### config.mk
export PLATFORM = sky130hd
export DESIGN_NAME = payload_bit_field_allocator_core
export DESIGN_NICKNAME = d
export VERILOG_FILES = /design/src/rtl/pbfa_pkg.sv /design/src/rtl/payload_bit_field_allocator_core.sv /design/src/rtl/pbfa_vmem.sv /design/src/rtl/pbfa_cmp_unit.sv
export SDC_FILE = /design/constraint.sdc
export NUM_CORES = 1
export LEC_CHECK = 0
export BUFFER_PORTS_ARGS = -buffer_cell sky130_fd_sc_hd__clkbuf_2
export CORE_ASPECT_RATIO = 1.2
export CORE_MARGIN = 4
export CORE_UTILIZATION = 67
export CTS_CLUSTER_DIAMETER = 30
export DETAILED_ROUTE_END_ITERATION = 8
export GPL_TIMING_DRIVEN = 0
export MAX_ROUTING_LAYER = met4
export PLACE_DENSITY = 0.84
export SYNTH_ARGS = -nofsm -noshare
export SYNTH_HDL_FRONTEND = slang
export SYNTH_HIERARCHICAL = 1
export SYNTH_SLANG_ARGS = --single-unit
export TNS_END_PERCENT = 100
### constraint.sdc
create_clock -name clk_i -period 12 [get_ports clk_i]
set_clock_uncertainty 0.1 [all_clocks]
set_input_delay 0.6 -clock clk_i [delete_from_list [all_inputs] [get_ports clk_i]]
set_output_delay 0.6 -clock clk_i [all_outputs]
set_load 0.01 [all_outputs]
### src/rtl/pbfa_pkg.sv
// Package for the payload bit-field allocator: request/result types,
// status and request codes, table entry layout and sizing constants.
// No dependencies.
package pbfa_pkg;

  // Default sizing, handed to the top level parameters
  localparam int unsigned TABLE_SLOTS_DEF   = 16;
  localparam int unsigned PAYLOAD_BYTES_DEF = 8;

  // Fixed geometry of a byte slot and of a field
  localparam int unsigned BYTE_BITS      = 8;
  localparam int unsigned MAX_FIELD_BITS = 16;
  localparam int unsigned FILL_W         = 4;   // fill count 0..8
  localparam int unsigned CMP_W          = 16;  // shared comparator width

  typedef enum logic [1:0] {
    REQ_DECLARE = 2'd0,
    REQ_LOOKUP  = 2'd1,
    REQ_CLEAR   = 2'd2
  } req_e;

  typedef enum logic [2:0] {
    ST_OK         = 3'd0,
    ST_TABLE_FULL = 3'd1,
    ST_DUPLICATE  = 3'd2,
    ST_EMPTY_KEY  = 3'd3,
    ST_BAD_SIZE   = 3'd4,
    ST_NO_SPACE   = 3'd5,
    ST_NOT_FOUND  = 3'd6
  } status_e;

  typedef struct packed {
    logic [1:0]  req_type;
    logic [15:0] tag_key;
    logic [4:0]  field_size;
  } req_t;

  typedef struct packed {
    logic [2:0] status;
    logic [3:0] slot_index;
    logic [2:0] first_byte;
    logic [2:0] first_bit;
    logic       is_split;
    logic [2:0] second_byte;
    logic [2:0] second_bit;
    logic [4:0] width_bits;
  } res_t;

  // One table entry; byte indices are kept at reporting width
  typedef struct packed {
    logic [15:0] tag_key;
    logic [4:0]  width_bits;
    logic [2:0]  first_byte;
    logic [2:0]  first_bit;
    logic [2:0]  second_byte;
    logic [2:0]  second_bit;
  } tag_entry_t;

endpackage

### src/rtl/payload_bit_field_allocator_core.sv
// Payload bit-field allocator, top level. Uses pbfa_pkg, pbfa_vmem, pbfa_cmp_unit.
// One request at a time: a new request is taken only in idle, after the last result
// has moved to the output register, which a held result can delay; one scan entry a cycle.
// Reset empties the table and fill counts through valid bits; no clearing pass.
module payload_bit_field_allocator_core #(
  parameter int unsigned TABLE_SLOTS   = pbfa_pkg::TABLE_SLOTS_DEF,
  parameter int unsigned PAYLOAD_BYTES = pbfa_pkg::PAYLOAD_BYTES_DEF
) (
  input  logic            clk_i,
  input  logic            rst_ni,
  input  logic            in_valid_i,
  output logic            in_ready_o,
  input  pbfa_pkg::req_t  in_req_i,
  output logic            out_valid_o,
  input  logic            out_ready_i,
  output pbfa_pkg::res_t  out_res_o
);

  localparam int unsigned SW   = (TABLE_SLOTS > 1) ? $clog2(TABLE_SLOTS) : 1;
  localparam int unsigned BW   = $clog2(PAYLOAD_BYTES);
  localparam int unsigned MAXD = (TABLE_SLOTS > PAYLOAD_BYTES) ? TABLE_SLOTS : PAYLOAD_BYTES;
  localparam int unsigned CW   = $clog2(MAXD);
  localparam int unsigned TW   = $clog2(TABLE_SLOTS + 1);
  localparam int unsigned FW   = pbfa_pkg::FILL_W;

  localparam logic [CW-1:0] SLOT_LAST = CW'(TABLE_SLOTS - 1);
  localparam logic [CW-1:0] BYTE_LAST = CW'(PAYLOAD_BYTES - 1);

  typedef enum logic [5:0] {
    S_IDLE   = 6'b000001,
    S_TSCAN  = 6'b000010,
    S_BSCAN  = 6'b000100,
    S_COMMIT = 6'b001000,
    S_FILL_B = 6'b010000,
    S_DONE   = 6'b100000
  } state_e;

  // Build a result from a status and an entry; errors pass zeros
  function automatic pbfa_pkg::res_t make_res(input pbfa_pkg::status_e st,
                                              input logic [3:0] slot,
                                              input pbfa_pkg::tag_entry_t ent);
    pbfa_pkg::res_t r;
    r.status      = st;
    r.slot_index  = slot;
    r.first_byte  = ent.first_byte;
    r.first_bit   = ent.first_bit;
    r.is_split    = (ent.width_bits > 5'(pbfa_pkg::BYTE_BITS));
    r.second_byte = ent.second_byte;
    r.second_bit  = ent.second_bit;
    r.width_bits  = ent.width_bits;
    return r;
  endfunction

  // Control state
  state_e         state_q, state_d;
  logic           out_vld_q, out_vld_d;
  logic [TW-1:0]  total_q, total_d;
  logic           issue_q, issue_d;
  logic           chk_q, chk_d;
  logic           hit_q, hit_d;
  logic           free_q, free_d;
  logic           any_q, any_d;
  logic           odd_q, odd_d;
  logic           pass_b_q, pass_b_d;

  // Datapath registers
  pbfa_pkg::req_t     req_q, req_d;
  pbfa_pkg::res_t     wres_q, wres_d;
  pbfa_pkg::res_t     out_q, out_d;
  pbfa_pkg::tag_entry_t hit_ent_q, hit_ent_d;
  logic [CW-1:0]  cnt_q, cnt_d;
  logic [CW-1:0]  chk_idx_q, chk_idx_d;
  logic [SW-1:0]  hit_slot_q, hit_slot_d;
  logic [SW-1:0]  free_slot_q, free_slot_d;
  logic [BW-1:0]  any_idx_q, any_idx_d;
  logic [BW-1:0]  odd_idx_q, odd_idx_d;
  logic [FW-1:0]  any_fill_q, any_fill_d;
  logic [FW-1:0]  odd_fill_q, odd_fill_d;
  logic [BW-1:0]  a_idx_q, a_idx_d;
  logic [FW-1:0]  a_fill_q, a_fill_d;
  logic [BW-1:0]  b_idx_q, b_idx_d;
  logic [FW-1:0]  b_fill_q, b_fill_d;
  logic [FW-1:0]  need_q, need_d;

  // Memory and comparator hookup
  logic                 mem_clr;
  logic                 t_we;
  pbfa_pkg::tag_entry_t t_wdata;
  pbfa_pkg::tag_entry_t t_rdata;
  logic                 t_rvld;
  logic                 f_we;
  logic [BW-1:0]        f_waddr;
  logic [FW-1:0]        f_wdata;
  logic [FW-1:0]        f_rdata;
  logic                 f_rvld;
  logic [pbfa_pkg::CMP_W-1:0] cmp_a, cmp_b;
  logic                 cmp_eq, cmp_ge;

  // Request decode helpers
  logic [4:0]    size;
  logic          size_ok;
  logic          split;
  logic [FW-1:0] need_a;
  logic [FW-1:0] need_b;
  logic [FW-1:0] fill;
  logic [FW-1:0] room;
  logic [CW-1:0] scan_last;
  logic          scan_end;

  assign size    = req_q.field_size;
  assign size_ok = (size != 5'd0) && (size <= 5'(pbfa_pkg::MAX_FIELD_BITS));
  assign split   = (size > 5'(pbfa_pkg::BYTE_BITS));
  assign need_a  = split ? FW'(pbfa_pkg::BYTE_BITS) : size[FW-1:0];
  assign need_b  = FW'(size - 5'(pbfa_pkg::BYTE_BITS));

  // Fill of the byte under check; never-written bytes read as empty
  assign fill = f_rvld ? f_rdata : '0;
  assign room = FW'(pbfa_pkg::BYTE_BITS) - fill;

  assign scan_last = (state_q == S_TSCAN) ? SLOT_LAST : BYTE_LAST;
  assign scan_end  = chk_q && (chk_idx_q == scan_last);

  // Shared comparator operand select
  assign cmp_a = (state_q == S_TSCAN) ? t_rdata.tag_key : pbfa_pkg::CMP_W'(room);
  assign cmp_b = (state_q == S_TSCAN) ? req_q.tag_key   : pbfa_pkg::CMP_W'(need_q);

  pbfa_cmp_unit u_cmp (
    .a_i  (cmp_a),
    .b_i  (cmp_b),
    .eq_o (cmp_eq),
    .ge_o (cmp_ge)
  );

  pbfa_vmem #(
    .DEPTH (TABLE_SLOTS),
    .DW    ($bits(pbfa_pkg::tag_entry_t)),
    .AW    (SW)
  ) u_tag_mem (
    .clk_i   (clk_i),
    .rst_ni  (rst_ni),
    .clr_i   (mem_clr),
    .we_i    (t_we),
    .waddr_i (free_slot_q),
    .wdata_i (t_wdata),
    .raddr_i (cnt_q[SW-1:0]),
    .rdata_o (t_rdata),
    .rvld_o  (t_rvld)
  );

  pbfa_vmem #(
    .DEPTH (PAYLOAD_BYTES),
    .DW    (FW),
    .AW    (BW)
  ) u_fill_mem (
    .clk_i   (clk_i),
    .rst_ni  (rst_ni),
    .clr_i   (mem_clr),
    .we_i    (f_we),
    .waddr_i (f_waddr),
    .wdata_i (f_wdata),
    .raddr_i (cnt_q[BW-1:0]),
    .rdata_o (f_rdata),
    .rvld_o  (f_rvld)
  );

  // New table entry, built from the scan results
  always_comb begin
    t_wdata             = '0;
    t_wdata.tag_key     = req_q.tag_key;
    t_wdata.width_bits  = size;
    t_wdata.first_byte  = 3'(a_idx_q);
    t_wdata.first_bit   = 3'(a_fill_q);
    t_wdata.second_byte = split ? 3'(b_idx_q) : 3'd0;
    t_wdata.second_bit  = split ? 3'(b_fill_q) : 3'd0;
  end

  assign t_we    = (state_q == S_COMMIT) && free_q;
  assign f_we    = t_we || (state_q == S_FILL_B);
  assign f_waddr = (state_q == S_FILL_B) ? b_idx_q : a_idx_q;
  assign f_wdata = (state_q == S_FILL_B) ? (b_fill_q + need_b) : (a_fill_q + need_a);
  assign mem_clr = (state_q == S_IDLE) && in_valid_i && (in_req_i.req_type == pbfa_pkg::REQ_CLEAR);

  // Sequencer
  always_comb begin
    logic          hit_n, free_n, any_n, odd_n, fit, sel_odd;
    logic [SW-1:0] hit_slot_n, free_slot_n;
    logic [BW-1:0] any_idx_n, odd_idx_n, sel_idx;
    logic [FW-1:0] any_fill_n, odd_fill_n, sel_fill;
    pbfa_pkg::tag_entry_t hit_ent_n;

    state_d     = state_q;
    out_vld_d   = out_vld_q;
    total_d     = total_q;
    issue_d     = issue_q;
    chk_d       = 1'b0;
    hit_d       = hit_q;
    free_d      = free_q;
    any_d       = any_q;
    odd_d       = odd_q;
    pass_b_d    = pass_b_q;
    req_d       = req_q;
    wres_d      = wres_q;
    out_d       = out_q;
    hit_ent_d   = hit_ent_q;
    cnt_d       = cnt_q;
    chk_idx_d   = cnt_q;
    hit_slot_d  = hit_slot_q;
    free_slot_d = free_slot_q;
    any_idx_d   = any_idx_q;
    odd_idx_d   = odd_idx_q;
    any_fill_d  = any_fill_q;
    odd_fill_d  = odd_fill_q;
    a_idx_d     = a_idx_q;
    a_fill_d    = a_fill_q;
    b_idx_d     = b_idx_q;
    b_fill_d    = b_fill_q;
    need_d      = need_q;

    // Running scan results including the entry under check
    hit_n       = hit_q;
    hit_slot_n  = hit_slot_q;
    hit_ent_n   = hit_ent_q;
    free_n      = free_q;
    free_slot_n = free_slot_q;
    any_n       = any_q;
    any_idx_n   = any_idx_q;
    any_fill_n  = any_fill_q;
    odd_n       = odd_q;
    odd_idx_n   = odd_idx_q;
    odd_fill_n  = odd_fill_q;
    fit         = cmp_ge && !(pass_b_q && (chk_idx_q[BW-1:0] == a_idx_q));
    sel_odd     = 1'b0;
    sel_idx     = '0;
    sel_fill    = '0;

    // Read issue: one address per cycle, checked the cycle after
    if (issue_q && (state_q inside {S_TSCAN, S_BSCAN})) begin
      chk_d = 1'b1;
      if (cnt_q == scan_last) begin
        issue_d = 1'b0;
      end else begin
        cnt_d = cnt_q + CW'(1);
      end
    end

    // Result register drains independently
    if (out_vld_q && out_ready_i) begin
      out_vld_d = 1'b0;
    end

    case (state_q)
      S_IDLE: begin
        if (in_valid_i) begin
          req_d    = in_req_i;
          cnt_d    = '0;
          issue_d  = 1'b1;
          hit_d    = 1'b0;
          free_d   = 1'b0;
          pass_b_d = 1'b0;
          state_d  = S_DONE;
          case (in_req_i.req_type)
            pbfa_pkg::REQ_DECLARE: begin
              if (total_q >= TW'(TABLE_SLOTS)) begin
                wres_d = make_res(pbfa_pkg::ST_TABLE_FULL, '0, '0);
              end else if (in_req_i.tag_key == '0) begin
                wres_d = make_res(pbfa_pkg::ST_EMPTY_KEY, '0, '0);
              end else begin
                state_d = S_TSCAN;
              end
            end
            pbfa_pkg::REQ_LOOKUP: begin
              if (in_req_i.tag_key == '0) begin
                wres_d = make_res(pbfa_pkg::ST_NOT_FOUND, '0, '0);
              end else begin
                state_d = S_TSCAN;
              end
            end
            pbfa_pkg::REQ_CLEAR: begin
              total_d = '0;
              wres_d  = make_res(pbfa_pkg::ST_OK, '0, '0);
            end
            default: begin
              wres_d = make_res(pbfa_pkg::ST_OK, '0, '0);
            end
          endcase
        end
      end

      // Table scan: key match and lowest free slot in one pass
      S_TSCAN: begin
        if (chk_q) begin
          if (t_rvld && cmp_eq) begin
            hit_n      = 1'b1;
            hit_slot_n = chk_idx_q[SW-1:0];
            hit_ent_n  = t_rdata;
          end
          if (!t_rvld && !free_q) begin
            free_n      = 1'b1;
            free_slot_n = chk_idx_q[SW-1:0];
          end
        end
        hit_d       = hit_n;
        hit_slot_d  = hit_slot_n;
        hit_ent_d   = hit_ent_n;
        free_d      = free_n;
        free_slot_d = free_slot_n;
        if (scan_end) begin
          state_d = S_DONE;
          if (req_q.req_type == pbfa_pkg::REQ_LOOKUP) begin
            wres_d = hit_n ? make_res(pbfa_pkg::ST_OK, 4'(hit_slot_n), hit_ent_n)
                           : make_res(pbfa_pkg::ST_NOT_FOUND, '0, '0);
          end else if (hit_n) begin
            wres_d = make_res(pbfa_pkg::ST_DUPLICATE, '0, '0);
          end else if (!size_ok) begin
            wres_d = make_res(pbfa_pkg::ST_BAD_SIZE, '0, '0);
          end else begin
            state_d  = S_BSCAN;
            need_d   = need_a;
            pass_b_d = 1'b0;
            cnt_d    = '0;
            issue_d  = 1'b1;
            any_d    = 1'b0;
            odd_d    = 1'b0;
          end
        end
      end

      // Byte scan: first fitting byte and first fitting odd-room byte
      S_BSCAN: begin
        if (chk_q && fit) begin
          if (!any_q) begin
            any_n      = 1'b1;
            any_idx_n  = chk_idx_q[BW-1:0];
            any_fill_n = fill;
          end
          if (room[0] && !odd_q) begin
            odd_n      = 1'b1;
            odd_idx_n  = chk_idx_q[BW-1:0];
            odd_fill_n = fill;
          end
        end
        any_d      = any_n;
        any_idx_d  = any_idx_n;
        any_fill_d = any_fill_n;
        odd_d      = odd_n;
        odd_idx_d  = odd_idx_n;
        odd_fill_d = odd_fill_n;
        sel_odd    = need_q[0] && odd_n;
        sel_idx    = sel_odd ? odd_idx_n  : any_idx_n;
        sel_fill   = sel_odd ? odd_fill_n : any_fill_n;
        if (scan_end) begin
          if (!any_n) begin
            state_d = S_DONE;
            wres_d  = make_res(pbfa_pkg::ST_NO_SPACE, '0, '0);
          end else if (pass_b_q) begin
            b_idx_d  = sel_idx;
            b_fill_d = sel_fill;
            state_d  = S_COMMIT;
          end else begin
            a_idx_d  = sel_idx;
            a_fill_d = sel_fill;
            if (split) begin
              need_d   = need_b;
              pass_b_d = 1'b1;
              cnt_d    = '0;
              issue_d  = 1'b1;
              any_d    = 1'b0;
              odd_d    = 1'b0;
            end else begin
              state_d = S_COMMIT;
            end
          end
        end
      end

      // Write the entry and the first byte's fill, or report a full table if no slot is free
      S_COMMIT: begin
        if (!free_q) begin
          wres_d  = make_res(pbfa_pkg::ST_TABLE_FULL, '0, '0);
          state_d = S_DONE;
        end else begin
          total_d = total_q + TW'(1);
          wres_d  = make_res(pbfa_pkg::ST_OK, 4'(free_slot_q), t_wdata);
          state_d = split ? S_FILL_B : S_DONE;
        end
      end

      // Second byte's fill for a split field
      S_FILL_B: begin
        state_d = S_DONE;
      end

      // Hand the result to the output register once it is free
      S_DONE: begin
        if (!out_vld_q || out_ready_i) begin
          out_d     = wres_q;
          out_vld_d = 1'b1;
          state_d   = S_IDLE;
        end
      end

      default: begin
        state_d = S_IDLE;
      end
    endcase
  end

  // Control registers
  always_ff @(posedge clk_i or negedge rst_ni) begin
    if (!rst_ni) begin
      state_q   <= S_IDLE;
      out_vld_q <= 1'b0;
      total_q   <= '0;
      issue_q   <= 1'b0;
      chk_q     <= 1'b0;
      hit_q     <= 1'b0;
      free_q    <= 1'b0;
      any_q     <= 1'b0;
      odd_q     <= 1'b0;
      pass_b_q  <= 1'b0;
    end else begin
      state_q   <= state_d;
      out_vld_q <= out_vld_d;
      total_q   <= total_d;
      issue_q   <= issue_d;
      chk_q     <= chk_d;
      hit_q     <= hit_d;
      free_q    <= free_d;
      any_q     <= any_d;
      odd_q     <= odd_d;
      pass_b_q  <= pass_b_d;
    end
  end

  // Datapath registers
  always_ff @(posedge clk_i) begin
    req_q       <= req_d;
    wres_q      <= wres_d;
    out_q       <= out_d;
    hit_ent_q   <= hit_ent_d;
    cnt_q       <= cnt_d;
    chk_idx_q   <= chk_idx_d;
    hit_slot_q  <= hit_slot_d;
    free_slot_q <= free_slot_d;
    any_idx_q   <= any_idx_d;
    odd_idx_q   <= odd_idx_d;
    any_fill_q  <= any_fill_d;
    odd_fill_q  <= odd_fill_d;
    a_idx_q     <= a_idx_d;
    a_fill_q    <= a_fill_d;
    b_idx_q     <= b_idx_d;
    b_fill_q    <= b_fill_d;
    need_q      <= need_d;
  end

  assign in_ready_o  = (state_q == S_IDLE);
  assign out_valid_o = out_vld_q;
  assign out_res_o   = out_q;

  // Entry count never exceeds the table
  a_total_bound: assert property (@(posedge clk_i) disable iff (!rst_ni)
    total_q <= TW'(TABLE_SLOTS))
    else $error("entry count beyond table size");

  // A clear empties the entry count
  a_clear_total: assert property (@(posedge clk_i) disable iff (!rst_ni)
    (in_valid_i && in_ready_o && in_req_i.req_type == pbfa_pkg::REQ_CLEAR) |=> total_q == '0)
    else $error("entry count not zero after clear");

  // Error results carry no placement
  a_err_zero: assert property (@(posedge clk_i) disable iff (!rst_ni)
    (out_valid_o && out_res_o.status != pbfa_pkg::ST_OK) |->
      (out_res_o.width_bits == '0 && out_res_o.slot_index == '0 && !out_res_o.is_split))
    else $error("error result with nonzero placement");

  // Split flag agrees with the stored width
  a_split_width: assert property (@(posedge clk_i) disable iff (!rst_ni)
    (out_valid_o && out_res_o.is_split) |-> out_res_o.width_bits > 5'(pbfa_pkg::BYTE_BITS))
    else $error("split field of eight bits or less");

endmodule

### src/rtl/pbfa_vmem.sv
// Single-port-write, registered-read memory with per-entry valid bits.
// Used for the tag table and the byte fill counts. Depends on nothing.
module pbfa_vmem #(
  parameter int unsigned DEPTH = 8,
  parameter int unsigned DW    = 4,
  parameter int unsigned AW    = 3
) (
  input  logic          clk_i,
  input  logic          rst_ni,
  input  logic          clr_i,
  input  logic          we_i,
  input  logic [AW-1:0] waddr_i,
  input  logic [DW-1:0] wdata_i,
  input  logic [AW-1:0] raddr_i,
  output logic [DW-1:0] rdata_o,
  output logic          rvld_o
);

  logic [DW-1:0]    mem_q [DEPTH];
  logic [DW-1:0]    rdata_q;
  logic [DEPTH-1:0] vld_q;
  logic             rvld_q;

  // Storage and registered read port
  always_ff @(posedge clk_i) begin
    if (we_i) begin
      mem_q[waddr_i] <= wdata_i;
    end
    rdata_q <= mem_q[raddr_i];
  end

  // Valid bits: cleared at once by reset or clear, set on write
  always_ff @(posedge clk_i or negedge rst_ni) begin
    if (!rst_ni) begin
      vld_q  <= '0;
      rvld_q <= 1'b0;
    end else begin
      rvld_q <= vld_q[raddr_i];
      if (clr_i) begin
        vld_q <= '0;
      end else if (we_i) begin
        vld_q[waddr_i] <= 1'b1;
      end
    end
  end

  assign rdata_o = rdata_q;
  assign rvld_o  = rvld_q;

endmodule

### src/rtl/pbfa_cmp_unit.sv
// Shared comparator: key equality during the table scan and
// free-room versus need during the byte scans. Uses pbfa_pkg.
module pbfa_cmp_unit (
  input  logic [pbfa_pkg::CMP_W-1:0] a_i,
  input  logic [pbfa_pkg::CMP_W-1:0] b_i,
  output logic                       eq_o,
  output logic                       ge_o
);

  assign eq_o = (a_i == b_i);
  assign ge_o = (a_i >= b_i);

endmodule
==> run summary <==
SETUP PATH
-------------------------------------------------------------------------------------------
Data arrival time of the critical path                                              6850 ps
Setup crit start kind                                                                  flop
Crit Reg-Reg Startpoint                                                          state_q[3]
Crit Reg-Reg Endpoint                                                            wres_q[13]
Reg2Reg Depth                                                                            17
Slowest cell on the critical path                                              sky130_fd_sc_hd__nor4_1
Cell-by-cell trace of the critical path                                        buf_6, nor4_4, nand3b_4, clkinv_4, buf_2, clkbuf_2, and2_1, inv_1, ha_1, nand4_1, nor4_1, a31oi_1, ha_1, nand2_1, nand3_1, nor3_2, buf_6
Largest incremental delay on the critical path                                      1040 ps
Type of the worst setup path                                                        reg2reg
Critical path capture point type                                                       flop
Maximum net fanout on the critical path                                                  30
Required time at the worst-slack endpoint                                          12250 ps
Reg2Reg Setup Slack                                                                 5410 ps

POWER
-------------------------------------------------------------------------------------------
Cell Pwr Density                                                                221 mW/mm^2
Relative contribution of the clock network to total power                             0.405
Switching Share                                                                       0.272
Cell Int Power                                                                      5.79 mW
Peak supply drop                                                                     143 uV
Leak Pwr                                                                            12.3 nW
Combinational share of power                                                          0.162
Net Sw Power                                                                        2.16 mW
Overall power                                                                       7.95 mW
Power share of the sequential group                                                   0.433

SYNTHESIS
-------------------------------------------------------------------------------------------
Count of mapped cells out of synthesis                                                 1633
Number of storage elements in the synthesis netlist                                     780
Count of warnings emitted by yosys                                                        6
Summed instance area of the synthesized netlist                                0.0306 sq mm
Number of nets produced by synthesis                                                   1689
Post-Synthesis Mean Instance Area                                                18.7 sq um
Post-synth top flop                                                            sky130_fd_sc_hd__edfxtp_1
Seq/Total Area, Yosys                                                                 0.745
Count of flip-flops with a built-in enable after synthesis                              690
Yosys cell types                                                                         75
Fraction of synthesis flops using an asynchronous set or reset pin                   0.0577

FLOORPLANNING
-------------------------------------------------------------------------------------------
Starting Density                                                                      0.679
Vertical extent of the die                                                      242 microns
I/O Pins                                                                                 54
Cell Rows                                                                                85
Die Area                                                                       0.0491 sq mm
Core area                                                                      0.0450 sq mm
Die width                                                                       203 microns

FINAL LAYOUT
-------------------------------------------------------------------------------------------
Fill cell total of the finished layout                                                 1944
Total number of nets in the final design                                               1879
Fraction of layout instances using a drive strength above 1                           0.269
Final core utilization                                                                0.799
Antenna diodes                                                                            0
Area growth syn-to-layout                                                             17.7%

GRT
-------------------------------------------------------------------------------------------
Vias in the first global route                                                        18.6k
Number of antenna violations at the first check in global routing                         1
First-pass GRT wire length                                                           121 mm
Largest net degree at the start of global routing                                        46
GR Overflow Total                                                                         0
Global Route Usage Sum                                                                0.347

PLACEMENT
-------------------------------------------------------------------------------------------
Global placement routability congestion                                               0.912
Hpwl dp                                                                             46.4 mm
Count of buffers inserted at the top-level ports                                         53

CLOCK TREE
-------------------------------------------------------------------------------------------
Root Buffer                                                                    sky130_fd_sc_hd__clkbuf_16
Deepest clock path buffer count                                                           3
Source-to-sink clock delay at the later pin of the worst-skew pair                   650 ps
Count of hold buffers inserted by post-cts repair                                         0
CTS clock-pin slew for the worst setup and hold paths                                 60 ps
Number of post-CTS setup repair buffers                                                   0
TritonCTS buffer count                                                                  104
Count of H-tree levels built during CTS                                                   3
Count of cells resized by post-cts repair                                                 0
TritonCTS clock tree                                                                   done
Total number of clock tree sinks                                                        780

WORST HOLD PATH
-------------------------------------------------------------------------------------------
Hold-critical path endpoint                                                         size[2]
Worst min-delay path category                                                        in2reg
Hold depth                                                                                1
Origin of the worst min-delay path                                              in_req_i[2]

ROUTING
-------------------------------------------------------------------------------------------
Avg WL per Cell                                                                32.5 microns
Remaining design rule violation count                                                     0
Final antenna-violating net count                                                         0
Aggregate routed wire length                                                        82.0 mm
Total via count in the routed design                                                  18.0k
Vias per cell                                                                          7.12
Number of design-rule violations left by the first detailed-router iteration           2664
Initial DRT Pass Iterations                                                               6

STA
-------------------------------------------------------------------------------------------
Crit share post-route                                                                 0.550
Final critical-path required period                                                 6590 ps
Setup Viol. Count Final                                                                   0
Final Hold Fails                                                                          0
Worst slew pin tran                                                                 1230 ps
Remaining max-slew budget at the tightest pin                                         0.180
Final max-slew violation count                                                            0
Setup TNS                                                                              0 ps
RSZ-0062 raised after global routing                                                  false
Highest clock frequency the design can meet                                       0.152 GHz

RUN
-------------------------------------------------------------------------------------------
Max Cap Viol                                                                              0

OUTCOME
-------------------------------------------------------------------------------------------
Result of the run                                                              finished, final reports clean

==> kinds of logic (layout without fill, tap and decap cells) <==
family,after synthesis,after routing,share of synthesized area
buffers and inverters,129,411,0.0203
flip-flops,780,780,0.745
adder cells (fa/ha/maj),29,29,0.0124
multiplexers,180,180,0.121
AND/OR/NAND/NOR,293,293,0.0502
XOR/XNOR,15,15,0.00430
AO/OA/AOI/OAI,207,207,0.0471
==> synthesized netlist by cell type, drive strengths merged (30+ instances only) <==
library cell | n | area, sq um
edfxtp | 690 | 20700
mux4 | 146 | 3330
nand2 | 104 | 393
a22oi | 68 | 510
nor2 | 56 | 215
inv | 54 | 203
a21oi | 47 | 243
dfxtp | 45 | 901
buf | 44 | 284
dfrtp | 44 | 1100
and2 | 34 | 213
o21ai | 30 | 150
==> area by class of cell <==
type	instances	area [sq um]	share of cell area
flip-flops and latches	780	22700	0.632
multi-input cells	724	7310	0.203
clock buffers	127	2840	0.0790
clock inverters	71	877	0.0244
repair buffers	84	801	0.0223
well taps	609	762	0.0212
plain buffers	71	387	0.0107
inverters	58	234	0.00651
==> cell usage in the layout, fill, tap and decap left out, types with 34 or more instances in the layout <==
cell,n
sky130_fd_sc_hd__edfxtp_1,690
sky130_fd_sc_hd__mux4_2,136
sky130_fd_sc_hd__clkbuf_16,107
sky130_fd_sc_hd__nand2_1,103
sky130_fd_sc_hd__a22oi_1,68
sky130_fd_sc_hd__clkbuf_2,54
sky130_fd_sc_hd__inv_1,52
sky130_fd_sc_hd__a21oi_1,45
sky130_fd_sc_hd__dfxtp_1,45
sky130_fd_sc_hd__dfrtp_1,44
sky130_fd_sc_hd__nor2_1,42
sky130_fd_sc_hd__clkbuf_1,37
sky130_fd_sc_hd__and2_1,34
==> worst max-delay path: cells and delay by family, from the launching register on <==
family	cells	cell delay, ps
fa+ha+maj	2	720
flops	1	380
compound gates	1	390
simple gates	8	3000
buf+inv	6	1700
==> per-stage QoR <==
step	hold slack, ps	setup slack, ps	area, sq um	std cells
floorplan	204	5790	30600	1633
global placement	304	3750	31600	2295
detailed placement	305	5720	32200	2325
CTS	3.88	5570	35900	2523
global route	23.7	5290	36000	2524
finish	28.7	5410	36000	2524
==> registers in the layout (all words and copies together) (netlist names), 8 cells and up <==
name	cells
wres_q	25
hit_ent_q	17
u_fill_mem/mem_q	32
u_tag_mem/vld_q	16
u_fill_mem/vld_q	8
u_tag_mem/rdata_o	33
req_q	18
out_res_o	25
u_tag_mem/mem_q	528
==> per-layer routing <==
metal  track usage  routed length, microns
met3        0.0665                    9080
met2         0.558                   41200
met4         0.180                    5200
met1         0.426                   26400
met5             -                       0
==> power by group through the flow <==
stage	registers [mW]	clock network, mW	logic (mW)
after floorplan	3.41	0	0.871
after detailed placement	3.47	0	1.21
after global routing	3.45	3.37	1.35
after global placement	3.46	0	1.14
after CTS	3.43	3.23	1.26
final	3.44	3.22	1.29
==> how the worst max path moves through the flow <==
stage          startpoint    endpoint  slack (ps)  cells after the start
2_1_floorplan  state_q[3]   wres_q[0]        5790                     18
3_3_place_gp   state_q[3]  wres_q[12]        3750                     16
3_5_place_dp   state_q[3]  wres_q[13]        5720                     17
4_1_cts        state_q[3]  wres_q[10]        5570                     17
5_1_grt        state_q[3]  wres_q[13]        5290                     17
6_report       state_q[3]  wres_q[13]        5410                     17
Note: power is estimated with default switching activity, not from simulation.
